File: src/bsc_pkg.sv
// Shared constants, codes and controller/datapath interface types for the safety checker.
package bsc_pkg;

	localparam int MAX_PROCESSES = 16;
	localparam int MAX_RESOURCES = 8;
	localparam int UNIT_WIDTH    = 16;

	// Index and count widths
	localparam int PROC_W  = $clog2(MAX_PROCESSES);
	localparam int RES_W   = $clog2(MAX_RESOURCES);
	localparam int PCNT_W  = $clog2(MAX_PROCESSES + 1);
	localparam int RCNT_W  = $clog2(MAX_RESOURCES + 1);
	localparam int ADDR_W  = PROC_W + RES_W;
	localparam int DEPTH   = MAX_PROCESSES * MAX_RESOURCES;
	// Work amount holds the free amount plus every allocation
	localparam int WORK_W  = UNIT_WIDTH + PCNT_W;

	// Fixed field widths of the stream payloads
	localparam int OP_W      = 2;
	localparam int PIDX_W    = 4;
	localparam int RIDX_W    = 3;
	localparam int FIELD_U_W = 16;
	localparam int POS_W     = 4;

	// Input tdata layout, lowest bit first
	localparam int IN_PIDX_LO  = 0;
	localparam int IN_RIDX_LO  = IN_PIDX_LO + PIDX_W;
	localparam int IN_CLAIM_LO = IN_RIDX_LO + RIDX_W;
	localparam int IN_HELD_LO  = IN_CLAIM_LO + FIELD_U_W;
	localparam int IN_FREE_LO  = IN_HELD_LO + FIELD_U_W;
	localparam int IN_BITS     = IN_FREE_LO + FIELD_U_W;
	localparam int IN_TDATA_W  = ((IN_BITS + 7) / 8) * 8;
	localparam int OUT_BITS    = PIDX_W + POS_W;
	localparam int OUT_TDATA_W = ((OUT_BITS + 7) / 8) * 8;

	// Configuration port
	localparam int CFG_ADDR_W = 1;
	localparam int CFG_DATA_W = 5;
	localparam int PCOUNT_W   = 5;
	localparam int RCOUNT_W   = 4;
	localparam logic [CFG_ADDR_W-1:0] CFG_PROCESS_COUNT  = 1'd0;
	localparam logic [CFG_ADDR_W-1:0] CFG_RESOURCE_COUNT = 1'd1;

	// Operation codes carried in tuser
	localparam logic [OP_W-1:0] OP_LOAD_PROC = 2'd0;
	localparam logic [OP_W-1:0] OP_LOAD_FREE = 2'd1;
	localparam logic [OP_W-1:0] OP_CHECK     = 2'd2;

	// Controller to datapath commands
	typedef struct packed {
		logic wr_entry;     // store claim and allocation of the input beat
		logic wr_free;      // store available amount of the input beat
		logic start;        // seed work vector, clear marks and counters
		logic r_clr;
		logic r_inc;
		logic p_clr;        // new pass: back to process 0, clear progress
		logic p_inc;
		logic add;          // work[r] += allocation[p][r]
		logic finish;       // mark process, record it in the sequence
		logic emit_clr;
		logic emit_inc;
		logic out_safe;     // load a sequence beat into the output register
		logic out_unsafe;   // load the single unsafe beat
	} bsc_cmd_t;

	// Datapath to controller status
	typedef struct packed {
		logic fits;         // need of (p, r) within work[r]
		logic marked;       // process p already finished
		logic last_r;
		logic last_p;
		logic all_done;
		logic progress;
		logic last_emit;
		logic out_free;
	} bsc_stat_t;

endpackage

File: src/bsc_ram.sv
// Generic one-write, one-read RAM with registered read data.
module bsc_ram #(
	parameter int WIDTH = 16,
	parameter int DEPTH = 128
) (
	input  logic                     clk,
	input  logic                     we,
	input  logic [$clog2(DEPTH)-1:0] waddr,
	input  logic [WIDTH-1:0]         wdata,
	input  logic [$clog2(DEPTH)-1:0] raddr,
	output logic [WIDTH-1:0]         rdata
);

	logic [WIDTH-1:0] mem_q [DEPTH];

	// Write port and registered read port
	always_ff @(posedge clk) begin
		if (we) begin
			mem_q[waddr] <= wdata;
		end
		rdata <= mem_q[raddr];
	end

endmodule

File: src/bsc_ctrl.sv
// Sequencer for loads, safety sweeps and result emission.
module bsc_ctrl (
	input  logic                          clk,
	input  logic                          arst_n,
	input  logic                          in_valid,
	input  logic [bsc_pkg::OP_W-1:0]      in_op,
	output logic                          in_ready,
	input  bsc_pkg::bsc_stat_t            stat,
	output bsc_pkg::bsc_cmd_t             cmd
);

	localparam logic [3:0] ST_IDLE   = 4'd0;
	localparam logic [3:0] ST_START  = 4'd1;
	localparam logic [3:0] ST_PROC   = 4'd2;
	localparam logic [3:0] ST_FIT_A  = 4'd3;
	localparam logic [3:0] ST_FIT_B  = 4'd4;
	localparam logic [3:0] ST_ADD_A  = 4'd5;
	localparam logic [3:0] ST_ADD_B  = 4'd6;
	localparam logic [3:0] ST_NEXT   = 4'd7;
	localparam logic [3:0] ST_EMIT   = 4'd8;
	localparam logic [3:0] ST_UNSAFE = 4'd9;

	localparam logic [bsc_pkg::OP_W-1:0] OP_LOAD_PROC_C = bsc_pkg::OP_LOAD_PROC;
	localparam logic [bsc_pkg::OP_W-1:0] OP_LOAD_FREE_C = bsc_pkg::OP_LOAD_FREE;
	localparam logic [bsc_pkg::OP_W-1:0] OP_CHECK_C     = bsc_pkg::OP_CHECK;

	logic [3:0] state_q;
	logic [3:0] state_d;

	assign in_ready = (state_q == ST_IDLE);

	// Next state and command decode
	always_comb begin
		state_d = state_q;
		cmd     = '0;
		case (state_q)
			ST_IDLE: begin
				if (in_valid) begin
					case (in_op)
						OP_LOAD_PROC_C: cmd.wr_entry = 1'b1;
						OP_LOAD_FREE_C: cmd.wr_free  = 1'b1;
						OP_CHECK_C:     state_d      = ST_START;
						default:        state_d      = ST_IDLE;
					endcase
				end
			end
			ST_START: begin
				cmd.start = 1'b1;
				state_d   = ST_PROC;
			end
			ST_PROC: begin
				cmd.r_clr = 1'b1;
				state_d   = stat.marked ? ST_NEXT : ST_FIT_A;
			end
			ST_FIT_A: begin
				state_d = ST_FIT_B;
			end
			ST_FIT_B: begin
				if (!stat.fits) begin
					state_d = ST_NEXT;
				end else if (stat.last_r) begin
					cmd.r_clr = 1'b1;
					state_d   = ST_ADD_A;
				end else begin
					cmd.r_inc = 1'b1;
					state_d   = ST_FIT_A;
				end
			end
			ST_ADD_A: begin
				state_d = ST_ADD_B;
			end
			ST_ADD_B: begin
				cmd.add = 1'b1;
				if (stat.last_r) begin
					cmd.finish = 1'b1;
					state_d    = ST_NEXT;
				end else begin
					cmd.r_inc = 1'b1;
					state_d   = ST_ADD_A;
				end
			end
			ST_NEXT: begin
				if (!stat.last_p) begin
					cmd.p_inc = 1'b1;
					state_d   = ST_PROC;
				end else if (stat.all_done) begin
					cmd.emit_clr = 1'b1;
					state_d      = ST_EMIT;
				end else if (!stat.progress) begin
					state_d = ST_UNSAFE;
				end else begin
					cmd.p_clr = 1'b1;
					state_d   = ST_PROC;
				end
			end
			ST_EMIT: begin
				if (stat.out_free) begin
					cmd.out_safe = 1'b1;
					if (stat.last_emit) begin
						state_d = ST_IDLE;
					end else begin
						cmd.emit_inc = 1'b1;
					end
				end
			end
			ST_UNSAFE: begin
				if (stat.out_free) begin
					cmd.out_unsafe = 1'b1;
					state_d        = ST_IDLE;
				end
			end
			default: begin
				state_d = ST_IDLE;
			end
		endcase
	end

	// State register
	always_ff @(posedge clk or negedge arst_n) begin
		if (!arst_n) begin
			state_q <= ST_IDLE;
		end else begin
			state_q <= state_d;
		end
	end

endmodule

File: src/bsc_dp.sv
// Datapath: stores, work vector, sweep counters, sequence record and output register.
module bsc_dp (
	input  logic                                clk,
	input  logic                                arst_n,
	input  bsc_pkg::bsc_cmd_t                   cmd,
	output bsc_pkg::bsc_stat_t                  stat,
	input  logic                                cfg_we,
	input  logic [bsc_pkg::CFG_ADDR_W-1:0]      cfg_addr,
	input  logic [bsc_pkg::CFG_DATA_W-1:0]      cfg_wdata,
	input  logic [bsc_pkg::PIDX_W-1:0]          in_pidx,
	input  logic [bsc_pkg::RIDX_W-1:0]          in_ridx,
	input  logic [bsc_pkg::FIELD_U_W-1:0]       in_claim,
	input  logic [bsc_pkg::FIELD_U_W-1:0]       in_held,
	input  logic [bsc_pkg::FIELD_U_W-1:0]       in_free,
	output logic                                out_valid,
	input  logic                                out_ready,
	output logic [bsc_pkg::PIDX_W-1:0]          out_pid,
	output logic [bsc_pkg::POS_W-1:0]           out_pos,
	output logic                                out_safe,
	output logic                                out_last
);

	localparam int PROC_W = bsc_pkg::PROC_W;
	localparam int RES_W  = bsc_pkg::RES_W;
	localparam int PCNT_W = bsc_pkg::PCNT_W;
	localparam int RCNT_W = bsc_pkg::RCNT_W;
	localparam int UNIT_W = bsc_pkg::UNIT_WIDTH;
	localparam int WORK_W = bsc_pkg::WORK_W;
	localparam int NPROC  = bsc_pkg::MAX_PROCESSES;
	localparam int NRES   = bsc_pkg::MAX_RESOURCES;

	logic [bsc_pkg::PCOUNT_W-1:0] pcount_q;
	logic [bsc_pkg::RCOUNT_W-1:0] rcount_q;
	logic [PCNT_W-1:0]            np;
	logic [RCNT_W-1:0]            nr;

	logic [UNIT_W-1:0]  free_q  [NRES];
	logic [WORK_W-1:0]  work_q  [NRES];
	logic [NPROC-1:0]   mark_q;
	logic [PROC_W-1:0]  order_q [NPROC];

	logic [PROC_W-1:0]  p_q;
	logic [RES_W-1:0]   r_q;
	logic [PCNT_W-1:0]  done_q;
	logic               progress_q;
	logic [PROC_W-1:0]  emit_q;

	logic [UNIT_W-1:0]  claim_rd;
	logic [UNIT_W-1:0]  held_rd;
	logic [UNIT_W-1:0]  need;
	logic [bsc_pkg::ADDR_W-1:0] waddr;
	logic [bsc_pkg::ADDR_W-1:0] raddr;

	// Configuration registers
	always_ff @(posedge clk or negedge arst_n) begin
		if (!arst_n) begin
			pcount_q <= bsc_pkg::PCOUNT_W'(1);
			rcount_q <= bsc_pkg::RCOUNT_W'(1);
		end else if (cfg_we) begin
			case (cfg_addr)
				bsc_pkg::CFG_PROCESS_COUNT:  pcount_q <= cfg_wdata[bsc_pkg::PCOUNT_W-1:0];
				bsc_pkg::CFG_RESOURCE_COUNT: rcount_q <= cfg_wdata[bsc_pkg::RCOUNT_W-1:0];
				default: ;
			endcase
		end
	end

	// Clamp counts: zero acts as one, above the maximum acts as the maximum
	always_comb begin
		if (pcount_q == '0) begin
			np = PCNT_W'(1);
		end else if (32'(pcount_q) > NPROC) begin
			np = PCNT_W'(NPROC);
		end else begin
			np = PCNT_W'(pcount_q);
		end
		if (rcount_q == '0) begin
			nr = RCNT_W'(1);
		end else if (32'(rcount_q) > NRES) begin
			nr = RCNT_W'(NRES);
		end else begin
			nr = RCNT_W'(rcount_q);
		end
	end

	// Claim and allocation stores, addressed by process and resource
	assign waddr = {in_pidx[PROC_W-1:0], in_ridx[RES_W-1:0]};
	assign raddr = {p_q, r_q};

	bsc_ram #(.WIDTH(UNIT_W), .DEPTH(bsc_pkg::DEPTH)) u_claim_ram (
		.clk   (clk),
		.we    (cmd.wr_entry),
		.waddr (waddr),
		.wdata (in_claim[UNIT_W-1:0]),
		.raddr (raddr),
		.rdata (claim_rd)
	);

	bsc_ram #(.WIDTH(UNIT_W), .DEPTH(bsc_pkg::DEPTH)) u_held_ram (
		.clk   (clk),
		.we    (cmd.wr_entry),
		.waddr (waddr),
		.wdata (in_held[UNIT_W-1:0]),
		.raddr (raddr),
		.rdata (held_rd)
	);

	// Available amounts
	always_ff @(posedge clk) begin
		if (cmd.wr_free) begin
			free_q[in_ridx[RES_W-1:0]] <= in_free[UNIT_W-1:0];
		end
	end

	// Saturated need against the work amount of the current resource
	assign need = (claim_rd > held_rd) ? (claim_rd - held_rd) : '0;

	// Work vector: seed from available amounts, grow by finished allocations
	always_ff @(posedge clk or negedge arst_n) begin
		if (!arst_n) begin
			for (int i = 0; i < NRES; i++) begin
				work_q[i] <= '0;
			end
		end else if (cmd.start) begin
			for (int i = 0; i < NRES; i++) begin
				work_q[i] <= WORK_W'(free_q[i]);
			end
		end else if (cmd.add) begin
			work_q[r_q] <= work_q[r_q] + WORK_W'(held_rd);
		end
	end

	// Sweep counters, finish marks and progress
	always_ff @(posedge clk or negedge arst_n) begin
		if (!arst_n) begin
			p_q        <= '0;
			r_q        <= '0;
			done_q     <= '0;
			progress_q <= 1'b0;
			mark_q     <= '0;
			emit_q     <= '0;
		end else begin
			if (cmd.start) begin
				p_q        <= '0;
				done_q     <= '0;
				progress_q <= 1'b0;
				mark_q     <= '0;
			end
			if (cmd.p_clr) begin
				p_q        <= '0;
				progress_q <= 1'b0;
			end
			if (cmd.p_inc) begin
				p_q <= p_q + PROC_W'(1);
			end
			if (cmd.r_clr) begin
				r_q <= '0;
			end
			if (cmd.r_inc) begin
				r_q <= r_q + RES_W'(1);
			end
			if (cmd.finish) begin
				mark_q[p_q] <= 1'b1;
				done_q      <= done_q + PCNT_W'(1);
				progress_q  <= 1'b1;
			end
			if (cmd.emit_clr) begin
				emit_q <= '0;
			end
			if (cmd.emit_inc) begin
				emit_q <= emit_q + PROC_W'(1);
			end
		end
	end

	// Record the finishing order
	always_ff @(posedge clk) begin
		if (cmd.finish) begin
			order_q[done_q[PROC_W-1:0]] <= p_q;
		end
	end

	// Output register: load a beat, drop valid once taken
	always_ff @(posedge clk or negedge arst_n) begin
		if (!arst_n) begin
			out_valid <= 1'b0;
		end else if (cmd.out_safe || cmd.out_unsafe) begin
			out_valid <= 1'b1;
		end else if (out_ready) begin
			out_valid <= 1'b0;
		end
	end

	always_ff @(posedge clk) begin
		if (cmd.out_safe) begin
			out_pid  <= bsc_pkg::PIDX_W'(order_q[emit_q]);
			out_pos  <= bsc_pkg::POS_W'(emit_q);
			out_safe <= 1'b1;
			out_last <= stat.last_emit;
		end else if (cmd.out_unsafe) begin
			out_pid  <= '0;
			out_pos  <= '0;
			out_safe <= 1'b0;
			out_last <= 1'b1;
		end
	end

	// Status to the controller
	always_comb begin
		stat.fits      = WORK_W'(need) <= work_q[r_q];
		stat.marked    = mark_q[p_q];
		stat.last_r    = (RCNT_W'(r_q) + RCNT_W'(1)) == nr;
		stat.last_p    = (PCNT_W'(p_q) + PCNT_W'(1)) == np;
		stat.all_done  = done_q == np;
		stat.progress  = progress_q;
		stat.last_emit = (PCNT_W'(emit_q) + PCNT_W'(1)) == np;
		stat.out_free  = !out_valid || out_ready;
	end

endmodule

File: src/bankers_safety_check.sv
// Top level of the banker's algorithm safety checker.
//
//  Channel   Signals                         Carries
//  s_axis    s_tvalid s_tready s_tuser s_tdata  load entry, load available, run check
//  m_axis    m_tvalid m_tready m_tuser m_tlast m_tdata  safe sequence or one unsafe beat
//  cfg       cfg_we cfg_addr cfg_wdata       process_count (0), resource_count (1)
//
// A load beat is stored as it is taken; the next beat can be taken in the following cycle.
// A check seeds the work vector after its beat, then per pass and per unmarked process
// reads claim and allocation one resource at a time to compare need with work, then again
// to add the allocation when the process fits, bound by the single read port of the
// claim/allocation RAMs; at most np passes.
// Results leave one beat per cycle while m_tready takes them; the input is held off
// until the last one is in the output register, which a stalled m_tready holds.
// Reset is immediate, no clearing pass.
module bankers_safety_check (
	input  logic                               clk,
	input  logic                               arst_n,
	input  logic                               s_tvalid,
	output logic                               s_tready,
	input  logic [bsc_pkg::OP_W-1:0]           s_tuser,   // operation
	input  logic [bsc_pkg::IN_TDATA_W-1:0]     s_tdata,   // process_index, resource_index,
	                                                      // max_claim, held_units, free_units
	output logic                               m_tvalid,
	input  logic                               m_tready,
	output logic                               m_tuser,   // safe
	output logic                               m_tlast,   // last
	output logic [bsc_pkg::OUT_TDATA_W-1:0]    m_tdata,   // process_id, position
	input  logic                               cfg_we,
	input  logic [bsc_pkg::CFG_ADDR_W-1:0]     cfg_addr,
	input  logic [bsc_pkg::CFG_DATA_W-1:0]     cfg_wdata
);

	bsc_pkg::bsc_cmd_t  cmd;
	bsc_pkg::bsc_stat_t stat;
	logic [bsc_pkg::PIDX_W-1:0] out_pid;
	logic [bsc_pkg::POS_W-1:0]  out_pos;

	bsc_ctrl u_ctrl (
		.clk      (clk),
		.arst_n   (arst_n),
		.in_valid (s_tvalid),
		.in_op    (s_tuser),
		.in_ready (s_tready),
		.stat     (stat),
		.cmd      (cmd)
	);

	bsc_dp u_dp (
		.clk       (clk),
		.arst_n    (arst_n),
		.cmd       (cmd),
		.stat      (stat),
		.cfg_we    (cfg_we),
		.cfg_addr  (cfg_addr),
		.cfg_wdata (cfg_wdata),
		.in_pidx   (s_tdata[bsc_pkg::IN_RIDX_LO-1:bsc_pkg::IN_PIDX_LO]),
		.in_ridx   (s_tdata[bsc_pkg::IN_CLAIM_LO-1:bsc_pkg::IN_RIDX_LO]),
		.in_claim  (s_tdata[bsc_pkg::IN_HELD_LO-1:bsc_pkg::IN_CLAIM_LO]),
		.in_held   (s_tdata[bsc_pkg::IN_FREE_LO-1:bsc_pkg::IN_HELD_LO]),
		.in_free   (s_tdata[bsc_pkg::IN_BITS-1:bsc_pkg::IN_FREE_LO]),
		.out_valid (m_tvalid),
		.out_ready (m_tready),
		.out_pid   (out_pid),
		.out_pos   (out_pos),
		.out_safe  (m_tuser),
		.out_last  (m_tlast)
	);

	// Pack the result beat, zero pad to whole bytes
	assign m_tdata = bsc_pkg::OUT_TDATA_W'({out_pos, out_pid});

endmodule

File: config.mk
export PLATFORM = sky130hd
export DESIGN_NAME = bankers_safety_check
export DESIGN_NICKNAME = d
export VERILOG_FILES = /design/src/bsc_pkg.sv /design/src/bsc_ram.sv /design/src/bsc_ctrl.sv /design/src/bsc_dp.sv /design/src/bankers_safety_check.sv
export SDC_FILE = /design/constraint.sdc
export NUM_CORES = 2
export LEC_CHECK = 0
export ABC_AREA = 1
export BUFFER_PORTS_ARGS = -buffer_cell sky130_fd_sc_hd__buf_2
export CORE_AREA = 2 2 719 721
export CTS_BUF_LIST = sky130_fd_sc_hd__clkbuf_8
export CTS_CLUSTER_SIZE = 14
export DETAILED_ROUTE_END_ITERATION = 8
export DIE_AREA = 0 0 721 723
export SYNTH_ARGS = -nofsm -noshare
export SYNTH_HDL_FRONTEND = slang
export SYNTH_MEMORY_MAX_BITS = 65536
export SYNTH_SLANG_ARGS = --single-unit
File: constraint.sdc
create_clock -name clk -period 5.5 [get_ports clk]
set_input_delay 1.1 -clock clk [delete_from_list [all_inputs] [get_ports clk]]
set_output_delay 1.1 -clock clk [all_outputs]
set_load 0.01 [all_outputs]
==> results.md <==
* Antenna violations before repair at 33
* CTS Buf Count at 705
* Drt first pass iters at 6
* CP peak stage delay at ~0.82 ns
* Area Overhead vs Synth at 13.0%
* Die Area at around 0.52 mm^2
* EDFF count, synth at approximately 4300
* Final critical-path required period at 5.16 ns
* Slowest-stage cell, CP: inv_8
* Via count at between 100k and 150k
* Yosys warns at 0
* Max cap viols at 0
* Slew HR at about a fifth
* Pwr dens at about 460 mW/mm^2
* Final nets at between 15000 and 20000
* Clock latency on the worst-skew pair at 1.35 ns
* Leading cell type in the layout, fill and taps excluded: nand2_1
* DP Wirelength at about 310000 um
* Status: complete, no violations
* Syn Nets at roughly 15000
* Tcrit/Tclk final at 93.8%
* Main synth FF type: edfxtp_1
* Worst slew pin tran at roughly 1.2 ns
* Distinct cells, synth at 56
* Post-layout util at 39.4%
* Chip Height at 723 um
* #FFs+latches synth at 4545
* Finished Layout Cells at around 23000
* Final wirelength at 561000 um
* CTS tree: built
* FFs w/ async S/R, synth at around 4.7%
* Vias per cell at 5.26
* Sequential-to-total area share from yosys stat at approximately 75%
* Final ANT Viol Nets at 0
* CTS max path bufs at 4
* Die Span X at slightly above 700 um
* Vias in the first global route at approximately 110k
* Dpl cells at between 20000 and 25000
* Netlist Area Pre-Place at about 0.18 mm^2
* CP most frequent cell: nand2_1
* Fin. max-slew vios at 0
* F_max at between 0.15 and 0.2 GHz
* Clock sinks at ~4500
* Setup crit end kind: register
* First-pass GRT wire length at about 790000 um
* Grt ovf at 0
* Core Footprint at slightly above 0.5 mm^2
* Port bufs at between 70 and 80
* Setup crit start kind: register
* Synth Instances at 14700
* Leak pwr at 72.7 nW
* Largest net degree at the start of global routing at around 170
* Crit path DAT at 6.29 ns
* Rows at roughly 260
* Initial Util at a little over a third
* H-tree levels at 6
* Setup TNS at 0 ns
* Commonest non-fill, non-tap cells in the layout: 5863 x nand2_1, 4297 x edfxtp_1, 790 x a21oi_1
* Filler cell count at roughly 48000
* CTS Root Buffer Type: clkbuf_8
* RSZ-0062 raised after global routing: no
* Ratio of cells with drive above 1 in the final layout at about a tenth
* Boundary Pins at a little over 80
* Gr usage total at slightly above 20%
* Final Setup Violations at 0
* Worst Path Required at 6.63 ns
* First DRT Iteration DRCs at about 15000
* Clock-pin slew on the worst setup and hold paths at 0.07 ns
* Layout Skew at ~0.12 ns
* Critical Path, Cell by Cell: inv_8 > nand3_4 > inv_8 > a22oi_1 > o2111ai_1 > ha_1 > fa_1 > nand3_1 > nand3_1 > nand2_1 > nand2_1 > nand4_1 > nand2_1 > xor2_1 > nand2_1 > o21ai_0
* Max IR drop VDD at between 0.5 and 0.6 mV
* WL/cell at roughly 25 um
* Critical setup path kind: reg2reg
* CP Max Fanout at just under 60
* Final Hold Vio Count at 0
* Avg Cell Area, Syn at around 12 um^2
* Hold crit path type: in2reg
* Drt drc at 0
* Placer Congestion at around 0.88
-- cell type report --
type / count / area, um^2 / area share (%)
timing repair buffer: 477 / 4310 / 2.12
antenna: 24 / 60.1 / 0.0296
clock inverter: 509 / 2530 / 1.25
clock buffer: 727 / 10000 / 4.94
tap: 6783 / 8490 / 4.19
multi-input combinational: 8984 / 40300 / 19.9
inverter: 470 / 1870 / 0.922
sequential: 4545 / 135000 / 66.7
-- power by group --
part,leakage [nW],total [mW],internal (mW),switching [mW]
Sequential,41.6,39.1,38.6,0.550
Clock,7.31,25.9,12.6,13.3
Combinational,23.7,28.2,7.08,21.1
-- repair_timing --
action | in CTS | in global routing
endpoints found under the hold margin | 122 | 0
hold buffers | 5 | 0
setup buffers | 0 | 0
gates resized for setup | 0 | 0
-- worst max-delay path, delay by kind of cell (launching register included) --
| kind | cells | cell delay (ns) |
|---|---|---|
| AOI/OAI and AO/OA | 3 | 0.62 |
| adders and majority gates | 2 | 0.55 |
| DFF | 1 | 0.57 |
| buffers and inverters | 2 | 1.12 |
| xor gates and xnor gates | 1 | 0.59 |
| and+or+nand+nor | 8 | 1.55 |
-- logic make-up after synthesis --
| group | count (synthesis) | share of synthesized area (%) |
|---|---|---|
| xor+xnor | 40 | 0.200 |
| simple gates | 7333 | 16.5 |
| buf+inv | 1181 | 2.75 |
| compound gates | 1551 | 4.81 |
| flops | 4545 | 75.4 |
| fa+ha+maj | 60 | 0.427 |
-- per-stage QoR --
step | setup slack (ns) | area (um^2) | hold slack [ns] | power, mW
after floorplan | 1.70 | 179000 | 0.436 | 55.3
after global placement | 0.555 | 190000 | 0.440 | 67.3
after detailed placement | 0.527 | 190000 | 0.442 | 67.5
after CTS | 0.487 | 203000 | 0.00215 | 93.1
after global routing | 0.184 | 203000 | 0.0548 | 96.9
final | 0.344 | 203000 | 0.0715 | 93.2
-- flip-flops by register name, summed over array words and instances, names as in the netlist, 4 cells and up --
| register | count |
|---|---|
| u_dp.u_claim_ram.mem_q | 2048 |
| u_dp.u_held_ram.mem_q | 2048 |
| u_dp.work_q | 168 |
| u_dp.free_q | 128 |
| u_dp.order_q | 64 |
| u_dp.mark_q | 16 |
| u_dp.u_claim_ram.rdata | 16 |
| u_dp.u_held_ram.rdata | 16 |
| u_dp.done_q | 5 |
| u_dp.pcount_q | 5 |
| u_ctrl.state_q | 4 |
| u_dp.emit_q | 4 |
| u_dp.out_pid | 4 |
| u_dp.out_pos | 4 |
| u_dp.p_q | 4 |
| u_dp.rcount_q | 4 |
-- synth_stat cells, types with 15 or more instances --
cell type | n | area share (%)
nand3_1 | 448 | 1.3
nand4_1 | 333 | 1.2
a22oi_1 | 102 | 0.43
xor2_1 | 26 | 0.13
o21bai_1 | 18 | 0.075
o21ai_0 | 415 | 1.2
nand3b_1 | 51 | 0.21
dfxtp_1 | 33 | 0.37
nor2_1 | 472 | 0.99
nand2_1 | 5864 | 12
nor3_1 | 44 | 0.12
dfrtp_1 | 213 | 3.0
or2_2 | 78 | 0.27
inv_1 | 449 | 0.94
o211ai_1 | 66 | 0.28
edfxtp_1 | 4297 | 72
a221oi_1 | 22 | 0.11
buf_2 | 354 | 0.99
inv_2 | 15 | 0.031
a21oi_1 | 790 | 2.2
and3_1 | 19 | 0.066
clkbuf_1 | 262 | 0.55
o22ai_1 | 59 | 0.21
o221ai_1 | 38 | 0.19
ha_1 | 58 | 0.40
buf_1 | 82 | 0.17
-- routing by layer --
| layer | global-route usage [%] | part of all wire [%] |
|---|---|---|
| met5 | 0 | 0.019 |
| met4 | 7.03 | 3.5 |
| met3 | 3.53 | 10 |
| met2 | 33.0 | 46 |
| met1 | 28.8 | 41 |
-- worst paths after layout --
kind                                   startpoint                end  slack [ns]  cells past startpoint
max in group asynchronous                  arst_n    u_dp.work_q[86]        3.73                      3
worst min register to register  u_dp.free_q[3][7]    u_dp.work_q[91]        0.42                      2
worst max register to register        u_dp.r_q[2]   u_dp.work_q[121]        0.34                     16
min in group asynchronous                  arst_n     u_dp.out_valid        0.54                      2
worst min-delay path                  s_tdata[46]  u_dp.free_q[1][7]        0.07                      1
worst max-delay path                  u_dp.r_q[2]   u_dp.work_q[121]        0.34                     16
Note: power is estimated with default switching activity, not from simulation.
